`src/sv/tpww_pkg.sv`:
```
// ----------------------------------------------------------------------------
// tpww_pkg: shared types and constants of the page word-wrap engine
// Payload structs, opcode and register index codes, UTF-8 fold constants.
// ----------------------------------------------------------------------------
package tpww_pkg;

    // input opcodes
    localparam logic [1:0] OP_TEXT     = 2'd0;
    localparam logic [1:0] OP_EOT      = 2'd1;
    localparam logic [1:0] OP_NEW_PAGE = 2'd2;

    // result kinds
    localparam logic KIND_GLYPH = 1'b0;
    localparam logic KIND_BREAK = 1'b1;

    // configuration register indexes
    localparam int unsigned CFG_IDX_W = 3;
    localparam logic [CFG_IDX_W-1:0] CFG_PAGE_START = 3'd0;
    localparam logic [CFG_IDX_W-1:0] CFG_LEFT       = 3'd1;
    localparam logic [CFG_IDX_W-1:0] CFG_RIGHT      = 3'd2;
    localparam logic [CFG_IDX_W-1:0] CFG_TOP        = 3'd3;
    localparam logic [CFG_IDX_W-1:0] CFG_BOTTOM     = 3'd4;

    // configuration reset values
    localparam logic [31:0] RST_PAGE_START = 32'd0;
    localparam logic [6:0]  RST_LEFT       = 7'd2;
    localparam logic [6:0]  RST_RIGHT      = 7'd125;
    localparam logic [5:0]  RST_TOP        = 6'd2;
    localparam logic [5:0]  RST_BOTTOM     = 6'd61;

    // decoder states: idle, after E2 80, otherwise the pending lead byte
    localparam logic [7:0] DEC_IDLE  = 8'h00;
    localparam logic [7:0] DEC_E2_80 = 8'h01;
    localparam logic [7:0] LEAD_C2   = 8'hC2;
    localparam logic [7:0] LEAD_C3   = 8'hC3;
    localparam logic [7:0] LEAD_E2   = 8'hE2;
    localparam logic [7:0] BYTE_80   = 8'h80;
    localparam logic [7:0] UPPER_BIT = 8'h40;

    // E2 80 xx trail bytes
    localparam logic [7:0] TR_LDQUO = 8'h9C;
    localparam logic [7:0] TR_RDQUO = 8'h9D;
    localparam logic [7:0] TR_HDQUO = 8'h9F;
    localparam logic [7:0] TR_NDASH = 8'h93;
    localparam logic [7:0] TR_MDASH = 8'h94;
    localparam logic [7:0] TR_ELLIP = 8'hA6;

    // folded characters
    localparam logic [7:0] CH_NONE   = 8'h00;
    localparam logic [7:0] CH_LF     = 8'h0A;
    localparam logic [7:0] CH_CR     = 8'h0D;
    localparam logic [7:0] CH_SPACE  = 8'h20;
    localparam logic [7:0] CH_DQUOTE = 8'h22;
    localparam logic [7:0] CH_QUOTE  = 8'h27;
    localparam logic [7:0] CH_DASH   = 8'h2D;
    localparam logic [7:0] CH_DOT    = 8'h2E;

    typedef struct packed {
        logic [1:0] opcode;
        logic [7:0] byte_value;
    } in_t;

    typedef struct packed {
        logic        kind;
        logic [7:0]  glyph_x;
        logic [6:0]  glyph_y;
        logic [7:0]  glyph_code;
        logic [31:0] break_offset;
        logic        last;
    } out_t;

    // decoder result: folded character (CH_NONE if none) and next state
    typedef struct packed {
        logic [7:0] ch;
        logic [7:0] dec_next;
    } fold_t;

endpackage

```
`src/sv/tpww_ram.sv`:
```
// ----------------------------------------------------------------------------
// tpww_ram: generic single-write, single-read RAM
// One write port, one read port, read data registered.
// ----------------------------------------------------------------------------
module tpww_ram #(
    parameter int unsigned WIDTH = 8,
    parameter int unsigned DEPTH = 32
) (
    input  logic                     clk,
    input  logic                     we,
    input  logic [$clog2(DEPTH)-1:0] waddr,
    input  logic [WIDTH-1:0]         wdata,
    input  logic [$clog2(DEPTH)-1:0] raddr,
    output logic [WIDTH-1:0]         rdata
);

    logic [WIDTH-1:0] mem [DEPTH];
    logic [WIDTH-1:0] rdata_reg;

    always_ff @(posedge clk)
    begin
        if (we)
        begin
            mem[waddr] <= wdata;
        end
        rdata_reg <= mem[raddr];
    end

    assign rdata = rdata_reg;

endmodule

```
`src/sv/tpww_fold.sv`:
```
// ----------------------------------------------------------------------------
// tpww_fold: UTF-8 to Latin-1 folder
// Maps one raw byte and the decoder state to a folded character and next state.
// ----------------------------------------------------------------------------
module tpww_fold (
    input  logic [7:0]     dec_state,
    input  logic [7:0]     byte_value,
    output tpww_pkg::fold_t res
);

    always_comb
    begin
        res.ch       = tpww_pkg::CH_NONE;
        res.dec_next = tpww_pkg::DEC_IDLE;
        unique case (dec_state)
            tpww_pkg::DEC_IDLE:
            begin
                if (byte_value < tpww_pkg::BYTE_80)
                begin
                    res.ch = byte_value;
                end
                else
                begin
                    res.dec_next = byte_value;
                end
            end
            tpww_pkg::LEAD_C2:
            begin
                res.ch = byte_value;
            end
            tpww_pkg::LEAD_C3:
            begin
                res.ch = byte_value | tpww_pkg::UPPER_BIT;
            end
            tpww_pkg::LEAD_E2:
            begin
                if (byte_value == tpww_pkg::BYTE_80)
                begin
                    res.dec_next = tpww_pkg::DEC_E2_80;
                end
            end
            tpww_pkg::DEC_E2_80:
            begin
                if (byte_value == tpww_pkg::TR_LDQUO || byte_value == tpww_pkg::TR_RDQUO ||
                    byte_value == tpww_pkg::TR_HDQUO)
                begin
                    res.ch = tpww_pkg::CH_DQUOTE;
                end
                else if (byte_value == tpww_pkg::TR_NDASH ||
                         byte_value == tpww_pkg::TR_MDASH)
                begin
                    res.ch = tpww_pkg::CH_DASH;
                end
                else if (byte_value == tpww_pkg::TR_ELLIP)
                begin
                    res.ch = tpww_pkg::CH_DOT;
                end
                else
                begin
                    res.ch = tpww_pkg::CH_QUOTE;
                end
            end
            default:
            begin
                // any other lead byte swallows its follower
                res.ch = tpww_pkg::CH_NONE;
            end
        endcase
    end

endmodule

```
`src/sv/text_page_word_wrap.sv`:
```
// ----------------------------------------------------------------------------
// text_page_word_wrap: greedy word-wrap layout of one page of text
// Folds UTF-8 to Latin-1, buffers words in a RAM, emits placed glyphs and
// page break reports.
// ----------------------------------------------------------------------------
// Timing: the block handles one input transfer at a time. A byte that only
// joins a word (or is swallowed by the decoder), a new-page command and an
// ignored item are taken in S_IDLE alone. A space, LF or CR that ends a word
// goes through accept, fit check, overflow check (a break if the word no
// longer fits the page), the glyph flush (one glyph per cycle out of the
// single word-buffer RAM read port, which sets the glyph rate) and a tail
// step, plus a break step when it ends the page; with no pending word the
// fit check leads to the tail step. End of text goes to the break step. Any
// result waits while the output register is full and out_ready is low.
// Results sit in an output register, so a new input can be taken while the
// last result of the previous one waits. The word buffer RAM is not cleared
// after reset: only entries already written for the current word are ever read.
// ----------------------------------------------------------------------------
module text_page_word_wrap #(
    parameter int unsigned MAX_WORD    = 32,
    parameter int unsigned CHAR_WIDTH  = 6,
    parameter int unsigned LINE_HEIGHT = 8
) (
    input  logic                               clk,
    input  logic                               rst_n,
    // input channel
    input  logic                               in_valid,
    output logic                               in_ready,
    input  tpww_pkg::in_t                      in_data,
    // result channel
    output logic                               out_valid,
    input  logic                               out_ready,
    output tpww_pkg::out_t                     out_data,
    // configuration write port
    input  logic                               cfg_wen,
    input  logic [tpww_pkg::CFG_IDX_W-1:0]     cfg_index,
    input  logic [31:0]                        cfg_wdata
);

    localparam int unsigned LEN_W = $clog2(MAX_WORD + 1);
    localparam int unsigned IDX_W = $clog2(MAX_WORD);
    localparam int unsigned WW_W  = $clog2(MAX_WORD * CHAR_WIDTH + 1);
    localparam int unsigned GX_W  = $clog2(255 + MAX_WORD * CHAR_WIDTH + 1);
    localparam int unsigned YS_W  = $clog2(128 + LINE_HEIGHT);

    typedef enum logic [5:0] {
        S_IDLE  = 6'b000001,
        S_FIT   = 6'b000010,
        S_WCHK  = 6'b000100,
        S_GLYPH = 6'b001000,
        S_TAIL  = 6'b010000,
        S_BRK   = 6'b100000
    } state_t;

    // configuration registers
    logic [31:0] page_start_reg;
    logic [6:0]  left_reg;
    logic [6:0]  right_reg;
    logic [5:0]  top_reg;
    logic [5:0]  bottom_reg;

    // layout state
    state_t           state_reg,       state_next;
    logic [7:0]       dec_state_reg,   dec_state_next;
    logic [7:0]       cursor_x_reg,    cursor_x_next;
    logic [6:0]       cursor_y_reg,    cursor_y_next;
    logic [31:0]      byte_pos_reg,    byte_pos_next;
    logic [31:0]      word_start_reg,  word_start_next;
    logic [LEN_W-1:0] word_len_reg,    word_len_next;
    logic [WW_W-1:0]  word_width_reg,  word_width_next;
    logic             page_done_reg,   page_done_next;
    logic             is_space_reg,    is_space_next;
    logic             is_lf_reg,       is_lf_next;
    logic [LEN_W-1:0] glyph_idx_reg,   glyph_idx_next;
    logic [GX_W-1:0]  glyph_x_reg,     glyph_x_next;
    logic [31:0]      brk_off_reg,     brk_off_next;
    logic             out_valid_reg,   out_valid_next;
    tpww_pkg::out_t   out_data_reg,    out_data_next;

    // word buffer RAM
    logic             ram_we;
    logic [IDX_W-1:0] ram_waddr;
    logic [7:0]       ram_wdata;
    logic [7:0]       ram_rdata;

    tpww_pkg::fold_t  fold;

    logic             in_xfer;
    logic             out_free;
    logic             is_delim;
    logic [6:0]       nl_y;
    logic [GX_W-1:0]  fit_sum;
    logic [GX_W-1:0]  tail_x_sum;
    logic             space_fit;
    logic             tail_wrap;
    logic [6:0]       y_after;
    logic             tail_brk;
    logic             tail_any;
    logic             last_glyph;

    function automatic logic [7:0] sat8(input logic [GX_W-1:0] v);
        sat8 = (v > GX_W'(255)) ? 8'hFF : v[7:0];
    endfunction

    // true when a line starting at row y would cross the bottom edge
    function automatic logic overflow(input logic [6:0] y, input logic [5:0] bottom);
        overflow = (YS_W'(y) + YS_W'(LINE_HEIGHT)) > YS_W'(bottom);
    endfunction

    tpww_fold u_fold (
        .dec_state  (dec_state_reg),
        .byte_value (in_data.byte_value),
        .res        (fold)
    );

    // Read data is only used once the word is complete (the fit and overflow
    // checks lie between its last write and the first glyph), so no forwarding
    // is needed. The read address is the next glyph index: data for glyph_idx_reg
    // is on ram_rdata in S_GLYPH, and it holds while the index holds during a stall.
    tpww_ram #(
        .WIDTH (8),
        .DEPTH (MAX_WORD)
    ) u_word_ram (
        .clk   (clk),
        .we    (ram_we),
        .waddr (ram_waddr),
        .wdata (ram_wdata),
        .raddr (glyph_idx_next[IDX_W-1:0]),
        .rdata (ram_rdata)
    );

    assign in_ready  = (state_reg == S_IDLE);
    assign in_xfer   = in_valid && in_ready;
    assign out_free  = !out_valid_reg || out_ready;
    assign out_valid = out_valid_reg;
    assign out_data  = out_data_reg;

    assign is_delim  = (fold.ch == tpww_pkg::CH_SPACE) || (fold.ch == tpww_pkg::CH_LF) ||
                       (fold.ch == tpww_pkg::CH_CR);
    assign nl_y      = cursor_y_reg + 7'(LINE_HEIGHT);
    assign fit_sum   = GX_W'(cursor_x_reg) + GX_W'(word_width_reg);

    // What follows the word: a space if it still fits, a line feed, and a
    // page break if the resulting line no longer fits on the page. Taken from
    // the cursor after the flush, so it is valid during S_GLYPH and S_TAIL.
    assign tail_x_sum = GX_W'(cursor_x_reg) + GX_W'(CHAR_WIDTH);
    assign space_fit  = is_space_reg && (tail_x_sum <= GX_W'(right_reg));
    assign tail_wrap  = is_lf_reg || (is_space_reg && !space_fit);
    assign y_after    = tail_wrap ? nl_y : cursor_y_reg;
    assign tail_brk   = overflow(y_after, bottom_reg);
    assign tail_any   = space_fit || tail_brk;
    assign last_glyph = (glyph_idx_reg == word_len_reg - LEN_W'(1));

    // configuration writes
    always_ff @(posedge clk or negedge rst_n)
    begin
        if (!rst_n)
        begin
            page_start_reg <= tpww_pkg::RST_PAGE_START;
            left_reg       <= tpww_pkg::RST_LEFT;
            right_reg      <= tpww_pkg::RST_RIGHT;
            top_reg        <= tpww_pkg::RST_TOP;
            bottom_reg     <= tpww_pkg::RST_BOTTOM;
        end
        else if (cfg_wen)
        begin
            unique case (cfg_index)
                tpww_pkg::CFG_PAGE_START: page_start_reg <= cfg_wdata;
                tpww_pkg::CFG_LEFT:       left_reg       <= cfg_wdata[6:0];
                tpww_pkg::CFG_RIGHT:      right_reg      <= cfg_wdata[6:0];
                tpww_pkg::CFG_TOP:        top_reg        <= cfg_wdata[5:0];
                tpww_pkg::CFG_BOTTOM:     bottom_reg     <= cfg_wdata[5:0];
                default:                  ;
            endcase
        end
    end

    always_comb
    begin
        state_next      = state_reg;
        dec_state_next  = dec_state_reg;
        cursor_x_next   = cursor_x_reg;
        cursor_y_next   = cursor_y_reg;
        byte_pos_next   = byte_pos_reg;
        word_start_next = word_start_reg;
        word_len_next   = word_len_reg;
        word_width_next = word_width_reg;
        page_done_next  = page_done_reg;
        is_space_next   = is_space_reg;
        is_lf_next      = is_lf_reg;
        glyph_idx_next  = glyph_idx_reg;
        glyph_x_next    = glyph_x_reg;
        brk_off_next    = brk_off_reg;
        out_valid_next  = out_valid_reg && !out_ready;
        out_data_next   = out_data_reg;
        ram_we          = 1'b0;
        ram_waddr       = word_len_reg[IDX_W-1:0];
        ram_wdata       = fold.ch;

        unique case (state_reg)
            S_IDLE:
            begin
                if (in_xfer)
                begin
                    if (in_data.opcode == tpww_pkg::OP_NEW_PAGE)
                    begin
                        dec_state_next  = tpww_pkg::DEC_IDLE;
                        cursor_x_next   = {1'b0, left_reg};
                        cursor_y_next   = {1'b0, top_reg};
                        byte_pos_next   = page_start_reg;
                        word_start_next = '0;
                        word_len_next   = '0;
                        word_width_next = '0;
                        page_done_next  = 1'b0;
                    end
                    else if (in_data.opcode == tpww_pkg::OP_EOT && !page_done_reg)
                    begin
                        // pending word is dropped; report the page start
                        brk_off_next = page_start_reg;
                        state_next   = S_BRK;
                    end
                    else if (in_data.opcode == tpww_pkg::OP_TEXT && !page_done_reg)
                    begin
                        dec_state_next = fold.dec_next;
                        byte_pos_next  = byte_pos_reg + 32'd1;
                        if (fold.ch != tpww_pkg::CH_NONE)
                        begin
                            if (is_delim)
                            begin
                                is_space_next = (fold.ch == tpww_pkg::CH_SPACE);
                                is_lf_next    = (fold.ch == tpww_pkg::CH_LF);
                                state_next    = S_FIT;
                            end
                            else
                            begin
                                if (word_len_reg == '0)
                                begin
                                    word_start_next = byte_pos_reg;
                                end
                                // characters past the buffer are dropped
                                if (word_len_reg < LEN_W'(MAX_WORD))
                                begin
                                    ram_we          = 1'b1;
                                    word_len_next   = word_len_reg + LEN_W'(1);
                                    word_width_next = word_width_reg + WW_W'(CHAR_WIDTH);
                                end
                            end
                        end
                    end
                end
            end

            S_FIT:
            begin
                if (word_len_reg == '0)
                begin
                    state_next = S_TAIL;
                end
                else
                begin
                    if (fit_sum > GX_W'(right_reg))
                    begin
                        cursor_x_next = {1'b0, left_reg};
                        cursor_y_next = nl_y;
                    end
                    state_next = S_WCHK;
                end
            end

            S_WCHK:
            begin
                if (overflow(cursor_y_reg, bottom_reg))
                begin
                    // word does not fit on the page: next page starts at it
                    brk_off_next    = word_start_reg;
                    word_len_next   = '0;
                    word_width_next = '0;
                    state_next      = S_BRK;
                end
                else
                begin
                    glyph_idx_next = '0;
                    glyph_x_next   = GX_W'(cursor_x_reg);
                    cursor_x_next  = sat8(fit_sum);
                    state_next     = S_GLYPH;
                end
            end

            S_GLYPH:
            begin
                if (out_free)
                begin
                    out_valid_next              = 1'b1;
                    out_data_next.kind          = tpww_pkg::KIND_GLYPH;
                    out_data_next.glyph_x       = sat8(glyph_x_reg);
                    out_data_next.glyph_y       = cursor_y_reg;
                    out_data_next.glyph_code    = ram_rdata;
                    out_data_next.break_offset  = '0;
                    out_data_next.last          = last_glyph && !tail_any;
                    glyph_x_next                = glyph_x_reg + GX_W'(CHAR_WIDTH);
                    glyph_idx_next              = glyph_idx_reg + LEN_W'(1);
                    if (last_glyph)
                    begin
                        word_len_next   = '0;
                        word_width_next = '0;
                        state_next      = S_TAIL;
                    end
                end
            end

            S_TAIL:
            begin
                brk_off_next = byte_pos_reg;
                if (space_fit)
                begin
                    if (out_free)
                    begin
                        out_valid_next              = 1'b1;
                        out_data_next.kind          = tpww_pkg::KIND_GLYPH;
                        out_data_next.glyph_x       = cursor_x_reg;
                        out_data_next.glyph_y       = cursor_y_reg;
                        out_data_next.glyph_code    = tpww_pkg::CH_SPACE;
                        out_data_next.break_offset  = '0;
                        out_data_next.last          = !tail_brk;
                        cursor_x_next               = sat8(tail_x_sum);
                        state_next                  = tail_brk ? S_BRK : S_IDLE;
                    end
                end
                else
                begin
                    if (tail_wrap)
                    begin
                        cursor_x_next = {1'b0, left_reg};
                        cursor_y_next = nl_y;
                    end
                    state_next = tail_brk ? S_BRK : S_IDLE;
                end
            end

            S_BRK:
            begin
                if (out_free)
                begin
                    out_valid_next              = 1'b1;
                    out_data_next.kind          = tpww_pkg::KIND_BREAK;
                    out_data_next.glyph_x       = '0;
                    out_data_next.glyph_y       = '0;
                    out_data_next.glyph_code    = '0;
                    out_data_next.break_offset  = brk_off_reg;
                    out_data_next.last          = 1'b1;
                    page_done_next              = 1'b1;
                    state_next                  = S_IDLE;
                end
            end

            default:
            begin
                state_next = S_IDLE;
            end
        endcase
    end

    always_ff @(posedge clk or negedge rst_n)
    begin
        if (!rst_n)
        begin
            state_reg      <= S_IDLE;
            dec_state_reg  <= tpww_pkg::DEC_IDLE;
            cursor_x_reg   <= {1'b0, tpww_pkg::RST_LEFT};
            cursor_y_reg   <= {1'b0, tpww_pkg::RST_TOP};
            byte_pos_reg   <= tpww_pkg::RST_PAGE_START;
            word_start_reg <= '0;
            word_len_reg   <= '0;
            word_width_reg <= '0;
            page_done_reg  <= 1'b0;
            glyph_idx_reg  <= '0;
            out_valid_reg  <= 1'b0;
        end
        else
        begin
            state_reg      <= state_next;
            dec_state_reg  <= dec_state_next;
            cursor_x_reg   <= cursor_x_next;
            cursor_y_reg   <= cursor_y_next;
            byte_pos_reg   <= byte_pos_next;
            word_start_reg <= word_start_next;
            word_len_reg   <= word_len_next;
            word_width_reg <= word_width_next;
            page_done_reg  <= page_done_next;
            glyph_idx_reg  <= glyph_idx_next;
            out_valid_reg  <= out_valid_next;
        end
    end

    // payload registers
    always_ff @(posedge clk)
    begin
        is_space_reg <= is_space_next;
        is_lf_reg    <= is_lf_next;
        glyph_x_reg  <= glyph_x_next;
        brk_off_reg  <= brk_off_next;
        out_data_reg <= out_data_next;
    end

    // a finished page leaves the sequencer idle until the next command
    a_done_idle: assert property (@(posedge clk) disable iff (!rst_n)
        page_done_reg |-> state_reg == S_IDLE)
        else $error("page done while layout still busy");

    // a break report always closes the results of its input
    a_break_last: assert property (@(posedge clk) disable iff (!rst_n)
        (out_valid && out_data.kind == tpww_pkg::KIND_BREAK) |-> out_data.last)
        else $error("break report without last");

    // the flush never reads past the buffered word
    a_glyph_idx: assert property (@(posedge clk) disable iff (!rst_n)
        state_reg == S_GLYPH |-> glyph_idx_reg < word_len_reg)
        else $error("glyph index beyond word length");

    // the buffer is written only while collecting a word on an open page
    a_ram_write: assert property (@(posedge clk) disable iff (!rst_n)
        ram_we |-> (state_reg == S_IDLE && !page_done_reg && word_len_reg < LEN_W'(MAX_WORD)))
        else $error("word buffer written outside collection");

endmodule

```
`config.mk`:
```
export PLATFORM = sky130hd
export DESIGN_NAME = text_page_word_wrap
export DESIGN_NICKNAME = d
export VERILOG_FILES = /design/src/sv/tpww_pkg.sv /design/src/sv/tpww_ram.sv /design/src/sv/tpww_fold.sv /design/src/sv/text_page_word_wrap.sv
export SDC_FILE = /design/constraint.sdc
export NUM_CORES = 1
export LEC_CHECK = 0
export BUFFER_PORTS_ARGS = -buffer_cell sky130_fd_sc_hd__clkbuf_2
export CAP_MARGIN = 20
export CORE_MARGIN = 2
export CORE_UTILIZATION = 55
export DETAILED_ROUTE_END_ITERATION = 8
export PLACE_DENSITY = 0.72
export RECOVER_POWER = 100
export SLEW_MARGIN = 20
export SYNTH_ARGS = -nofsm -noshare
export SYNTH_HDL_FRONTEND = slang
export SYNTH_SLANG_ARGS = --single-unit
```
`constraint.sdc`:
```
create_clock -name clk -period 12.5 [get_ports clk]
set_input_delay 0.625 -clock clk [delete_from_list [all_inputs] [get_ports clk]]
set_output_delay 0.625 -clock clk [all_outputs]
set_load 0.05 [all_outputs]
```
==> flow_summary.yaml, run 1 <==
worst_setup_path:
  r2r_cells: 12
  r2r_slack_ns: 3.94
  endpoint: "u_word_ram.rdata[6]"
  r2r_start: "cursor_y_reg[3]"
  required_ns: 12.98
  crit_fanout: 69
  crit_start: "cursor_y_reg[3]"
  critical_path_arrival_ns: 9.04
  crit_type: "register to register"
  startpoint_type: "register"
  worstSetupEndpointType: "register"
  worstReg2RegEnd: "u_word_ram.rdata[6]"
yosys:
  ys.flop_type: "edfxtp_1"
  syn-num-nets: 2282
  synth_edf_count: 356
  synth_cells: 2190
  seq_area_frac_synth: 0.606
  yosys.area.top_type: "edfxtp_1"
  netlist_top_cells_area: "edfxtp_1 43%, dfrtp_1 16%, nand2_1 4.3%"
  synth.ff_latch_count: 536
  yosysTopAreaCellShare: 0.427
  mappedNetlistArea_mm2: 0.0251
  syn-mean-instance-area_um2: 11.4
  async_flop_share: 0.321
  yosys_warnings: 0
  ys_types: 88
floorplan:
  pin_count: 109
  initial_core_util: 0.555
  core-area_mm2: 0.0452
  die_w_um: 217
  rows: 78
  die_area_mm2: 0.0473
  fp.dieH_um: 217
placement:
  port_buffers: 108
  gp_congestion: 0.913
  dpl_cell_area_mm2: 0.0260
  dp_hpwl_mm: 37.5
  placed_cells: 2777
global_route:
  track_usage: 0.255
  globalRouteOverflowTotal: 0
  grt_pass1_vias: 16900
  grt_max_degree: 107
  grt_pass1_wl_mm: 94.5
  antenna_found_initial: 2
power_and_ir_drop:
  ir_drop_uv: 218
  power_density_mw_per_mm2: 202
  power_w: 0.00558
  leakage_nw: 10.9
clocking:
  cts_buffer_depth: 3
  cts_tree: "done"
  htreeDepth: 2
  insertion_delay_ns: 0.61
  cts-root-buf: "clkbuf_16"
  ctsResizeCount: 0
  clkSinkCount: 536
  postCtsHoldBufs: 0
  clkTransAtPathRegs_ns: 0.06
  cts_made_buffers: 55
  cts_setup_buffers: 0
drt:
  wl_met1_mm: 25.9
  wl_met3_mm: 4.45
  vias_per_cell: 6.16
  drc: 0
  ant_nets: 0
  routed_wl_mm: 61.0
  drtIter0Drc: 1725
  met2_length_mm: 28.9
  vias: 17800
  wire_per_inst_um: 21.1
  detail_route.first_pass.iterations: 6
  routed.top_layer: "met5"
timing:
  fin_crit_sh: 0.685
  report.final.slew_viol_count: 1081
  slew_headroom: -2.59
  finalSetupViolCount: 0
  hold_viol_final: 0
  fin_skew_ns: 0.0171
  fmax_mhz: 117
  worst_pin_slew_ns: 5.38
  fin_tns_setup_ns: 0
  fin_crit_ns: 8.56
  rsz0062_at_grt: "false"
layout:
  stdcell_count: 2883
  areaGrowthSynthToFinish_pct: 10.2
  largest_reg_flops: 256
  drive_gt1_frac: 0.0986
  nNetsFinal: 2327
  fin_area_mm2: 0.0276
outcome:
  violations: "max-capacitance violations, max-slew violations"
  status: "complete, but fails checks"
min_path:
  hp-class: "input pin to register"
run:
  cap_violations: 25
## metal layers
layer	vias to the layer above	GRT usage
met5	-	0
met4	2	0.0826
met3	124	0.0420
met2	704	0.413
met1	8724	0.352
li1	8202	-
## cell type report
type	count	area, um2
Clock buffer	67	1500
Inverter	117	440
Fill cell	3550	17600
Timing Repair Buffer	136	591
Multi-Input combinational cell	1389	8760
Clock inverter	37	388
Sequential cell	536	15200
Tap cell	600	751
Antenna cell	1	2.50
## power breakdown
group	switching (W)	internal [W]
Combinational	0.000905	0.000437
Clock	0.000698	0.00100
Sequential	0.000222	0.00231
Total	0.00183	0.00375
## metrics by stage
stage | utilization | setup slack (ns) | hold WS, ns
floorplan | - | 6.88 | 0.329
global placement | 0.575 | 7.51 | 0.462
detailed placement | 0.575 | 7.30 | 0.471
CTS | 0.616 | 7.27 | 0.154
global route | 0.611 | 3.45 | 0.237
finish | 0.611 | 3.94 | 0.251
## synth_stat cells, types with 15 or more instances
master     count
o2111ai_1     35
edfxtp_1     356
a211oi_1     132
buf_2         32
ha_1          42
nor4_1        15
nand4_1       30
mux2i_1       53
o22ai_1       28
a21oi_1      102
inv_1        115
o21ai_0      116
nand3_1       72
nor2_1        99
and3_1        20
nand2_1      288
dfstp_2       16
and2_1        41
clkbuf_1      95
a22oi_1       33
mux2_2        51
dfrtp_1      156
## worst max-delay path, stage by stage (launching register included)
cell and delay (ns):
dfrtp_1 0.45, ha_1 0.26, xor2_1 0.24, ha_1 0.31
a211o_1 0.30, o221ai_4 0.18, clkbuf_1 2.40, a21o_1 0.25
clkbuf_1 2.26, inv_1 0.50, or3_1 0.71, o22ai_1 0.36
nor4_1 0.11
## logic make-up (layout without fill, tap and decap cells)
| kind of cell | count (synthesis) | count (layout) | share of synthesized area |
|---|---|---|---|
| muxes | 104 | 104 | 0.0441 |
| xor gates and xnor gates | 27 | 27 | 0.00944 |
| buffers and inverters | 265 | 357 | 0.0445 |
| DFF | 536 | 536 | 0.606 |
| adders and majority gates | 42 | 42 | 0.0210 |
| other | 0 | 1 | 0 |
| AOI/OAI and AO/OA | 547 | 547 | 0.145 |
| and+or+nand+nor | 669 | 669 | 0.130 |
## worst min-delay path by stage
stage | start | endpoint | depth (start not counted)
finish | cfg_wdata[13] | page_start_reg[13] | 2
global route | cfg_wdata[13] | page_start_reg[13] | 2
CTS | rst_n | cursor_x_reg[2] | 1
detailed placement | word_start_reg[3] | word_start_reg[3] | 2
global placement | word_start_reg[3] | word_start_reg[3] | 2
floorplan | rst_n | bottom_reg[1] | 0
## cell usage in the layout, fill, tap and decap left out, types with 12 or more instances in the layout
cell / instances
nand2_1: 288
nand2b_1: 13
mux2_2: 50
mux2i_1: 53
or3_1: 14
and2_1: 14
clkbuf_1: 90
dfstp_2: 14
xor2_1: 14
and3_1: 21
nor2_1: 100
a21oi_1: 101
o21a_1: 13
inv_1: 116
o22ai_1: 28
nand4_1: 30
dfrtp_1: 156
and2_0: 27
a22oi_1: 33
xnor2_1: 12
edfxtp_1: 356
nor4_1: 17
clkbuf_2: 46
o2111ai_1: 36
o21ai_0: 118
clkbuf_16: 57
ha_1: 42
nand3_1: 72
clkinv_2: 12
a211oi_1: 132
nor3_1: 13
(Power assumes the default switching activity.)
==> run 2: changes to the inputs <==
==> constraint.sdc (replaced) <==
create_clock -name clk -period 8.4 [get_ports clk]
set_input_delay 0.42 -clock clk [delete_from_list [all_inputs] [get_ports clk]]
set_output_delay 0.42 -clock clk [all_outputs]
set_load 0.05 [all_outputs]
==> run 2 against run 1 <==
Against the previous run: the run still ends with max-capacitance violations, max-slew violations left; clock skew about the same; critical path type unchanged; worst hold slack got worse by 0.20 ns; clock power increased by 44%; critical endpoint unchanged; power increased by 47%.
==> flow_summary.yaml, run 2 (same netlist as run 1, synthesis figures left out) <==
layout:
  nNetsFinal: 2328
  largest_reg_flops: 256
  drive_gt1_frac: 0.0960
  most-common-layout-cells: "356 x edfxtp_1, 288 x nand2_1, 156 x dfrtp_1"
  areaGrowthSynthToFinish_pct: 9.99
  stdcell_count: 2883
  layout.cells.most_common: "edfxtp_1"
  final_util: 0.610
outcome:
  status: "complete, but fails checks"
  violations: "max-capacitance violations, max-slew violations"
clocking:
  cts_buffer_depth: 3
  htreeDepth: 2
  cts_made_buffers: 56
  insertion_delay_ns: 0.61
  clkTransAtPathRegs_ns: 0.06
  cts_tree: "done"
  cts_setup_buffers: 0
  clkSinkCount: 536
  cts-root-buf: "clkbuf_16"
power_and_ir_drop:
  leakage_nw: 10.9
  power_density_mw_per_mm2: 298
  ir_drop_uv: 364
  power_w: 0.00821
global_route:
  grt_pass1_wl_mm: 94.8
  globalRouteOverflowTotal: 0
  grtUsageMet2: 0.406
  grt_max_degree: 107
  busiest_layer: "met2"
  grt_pass1_vias: 16900
  use_met3: 0.0360
  track_usage: 0.255
  antenna_found_initial: 0
  met1_usage: 0.363
min_path:
  hp-start: "cfg_wdata[26]"
  hp-class: "input pin to register"
drt:
  drc: 0
  routed_wl_mm: 60.5
  ant_nets: 0
  vias_per_cell: 6.14
  detail_route.first_pass.iterations: 7
  wire_per_inst_um: 21.0
  drtIter0Drc: 1812
  vias: 17700
worst_setup_path:
  crit_start: "cursor_y_reg[3]"
  r2r_cells: 12
  worstSetupEndpointType: "register"
  path_cells: "ha_1 -> xor2_1 -> ha_1 -> a211o_1 -> o221ai_4 -> buf_4 -> a21o_1 -> clkbuf_1 -> inv_1 -> or3_1 -> o22ai_1 -> nor4_1"
  critical_path_arrival_ns: 7.09
  startpoint_type: "register"
  crit_type: "register to register"
  required_ns: 8.86
  endpoint: "u_word_ram.rdata[6]"
  r2r_slack_ns: 1.77
  crit_path_frequent_cell: "ha_1"
  crit_fanout: 69
  r2r_start: "cursor_y_reg[3]"
  worstReg2RegEnd: "u_word_ram.rdata[6]"
  slowest_delay_ns: 2.17
  cp_slowest_cell: "clkbuf_1"
placement:
  port_buffers: 108
  placed_cells: 2777
  place_ws_ns: 3.25
  dp_hpwl_mm: 37.5
  gp_congestion: 0.912
floorplan:
  die_area_mm2: 0.0473
  core-area_mm2: 0.0452
  fp.dieH_um: 217
  pin_count: 109
  rows: 78
  initial_core_util: 0.555
  die_w_um: 217
timing:
  hold_viol_final: 0
  fin_crit_sh: 0.789
  fin_tns_setup_ns: 0
  fin_crit_ns: 6.63
  rsz0062_at_grt: "false"
  fmax_mhz: 151
  slew_headroom: -2.63
  setup_slack_ns: 1.77
  worst_pin_slew_ns: 5.45
  finalSetupViolCount: 0
  report.final.slew_viol_count: 854
  fin_skew_ns: 0.0173
run:
  cap_violations: 20
## run 2: worst max-delay path: cells and delay by family, from the launching register on
kind,cells,cell delay (ns)
DFF,1,0.44
buffers and inverters,3,3.24
AOI/OAI and AO/OA,4,1.10
adders and majority gates,2,0.57
xor gates and xnor gates,1,0.23
and+or+nand+nor,2,0.79
## run 2: layer usage
layer,part of all wire,vias to the layer above
met3,0.071,100
met1,0.43,8669
met4,0.024,0
met5,0,-
li1,-,8197
met2,0.47,736
## run 2: worst min-delay path by stage
stage	end	slack (ns)	depth (start not counted)
finish	page_start_reg[26]	0.05	2
CTS	page_start_reg[26]	0.03	2
global placement	word_start_reg[3]	0.46	2
detailed placement	word_start_reg[26]	0.47	2
floorplan	bottom_reg[1]	0.12	0
global route	page_start_reg[17]	0.04	2
## run 2: area by class of cell
cell class / instances / area, um2
Antenna cell: 1 / 2.50
Clock buffer: 82 / 1630
Clock inverter: 22 / 191
Fill cell: 3609 / 17600
Inverter: 117 / 440
Multi-Input combinational cell: 1389 / 8760
Sequential cell: 536 / 15200
Tap cell: 600 / 751
Timing Repair Buffer: 136 / 613
## run 2: repair_timing
item                      in CTS  in global routing
hold endpoints to repair      79                  0
gates resized for setup        0                  0
hold buffers                   1                  0
## run 2: report_power, final
group	internal, W	switching [W]
Sequential	0.00344	0.000331
Clock	0.00143	0.00101
Combinational	0.000654	0.00134
Total	0.00553	0.00268
## run 2: stage by stage
step / hold slack, ns / area, um2
after global placement: 0.461 / 26000
after detailed placement: 0.471 / 26000
final: 0.0499 / 27600
after CTS: 0.0259 / 27800
after global routing: 0.0374 / 27600
after floorplan: 0.124 / 25100
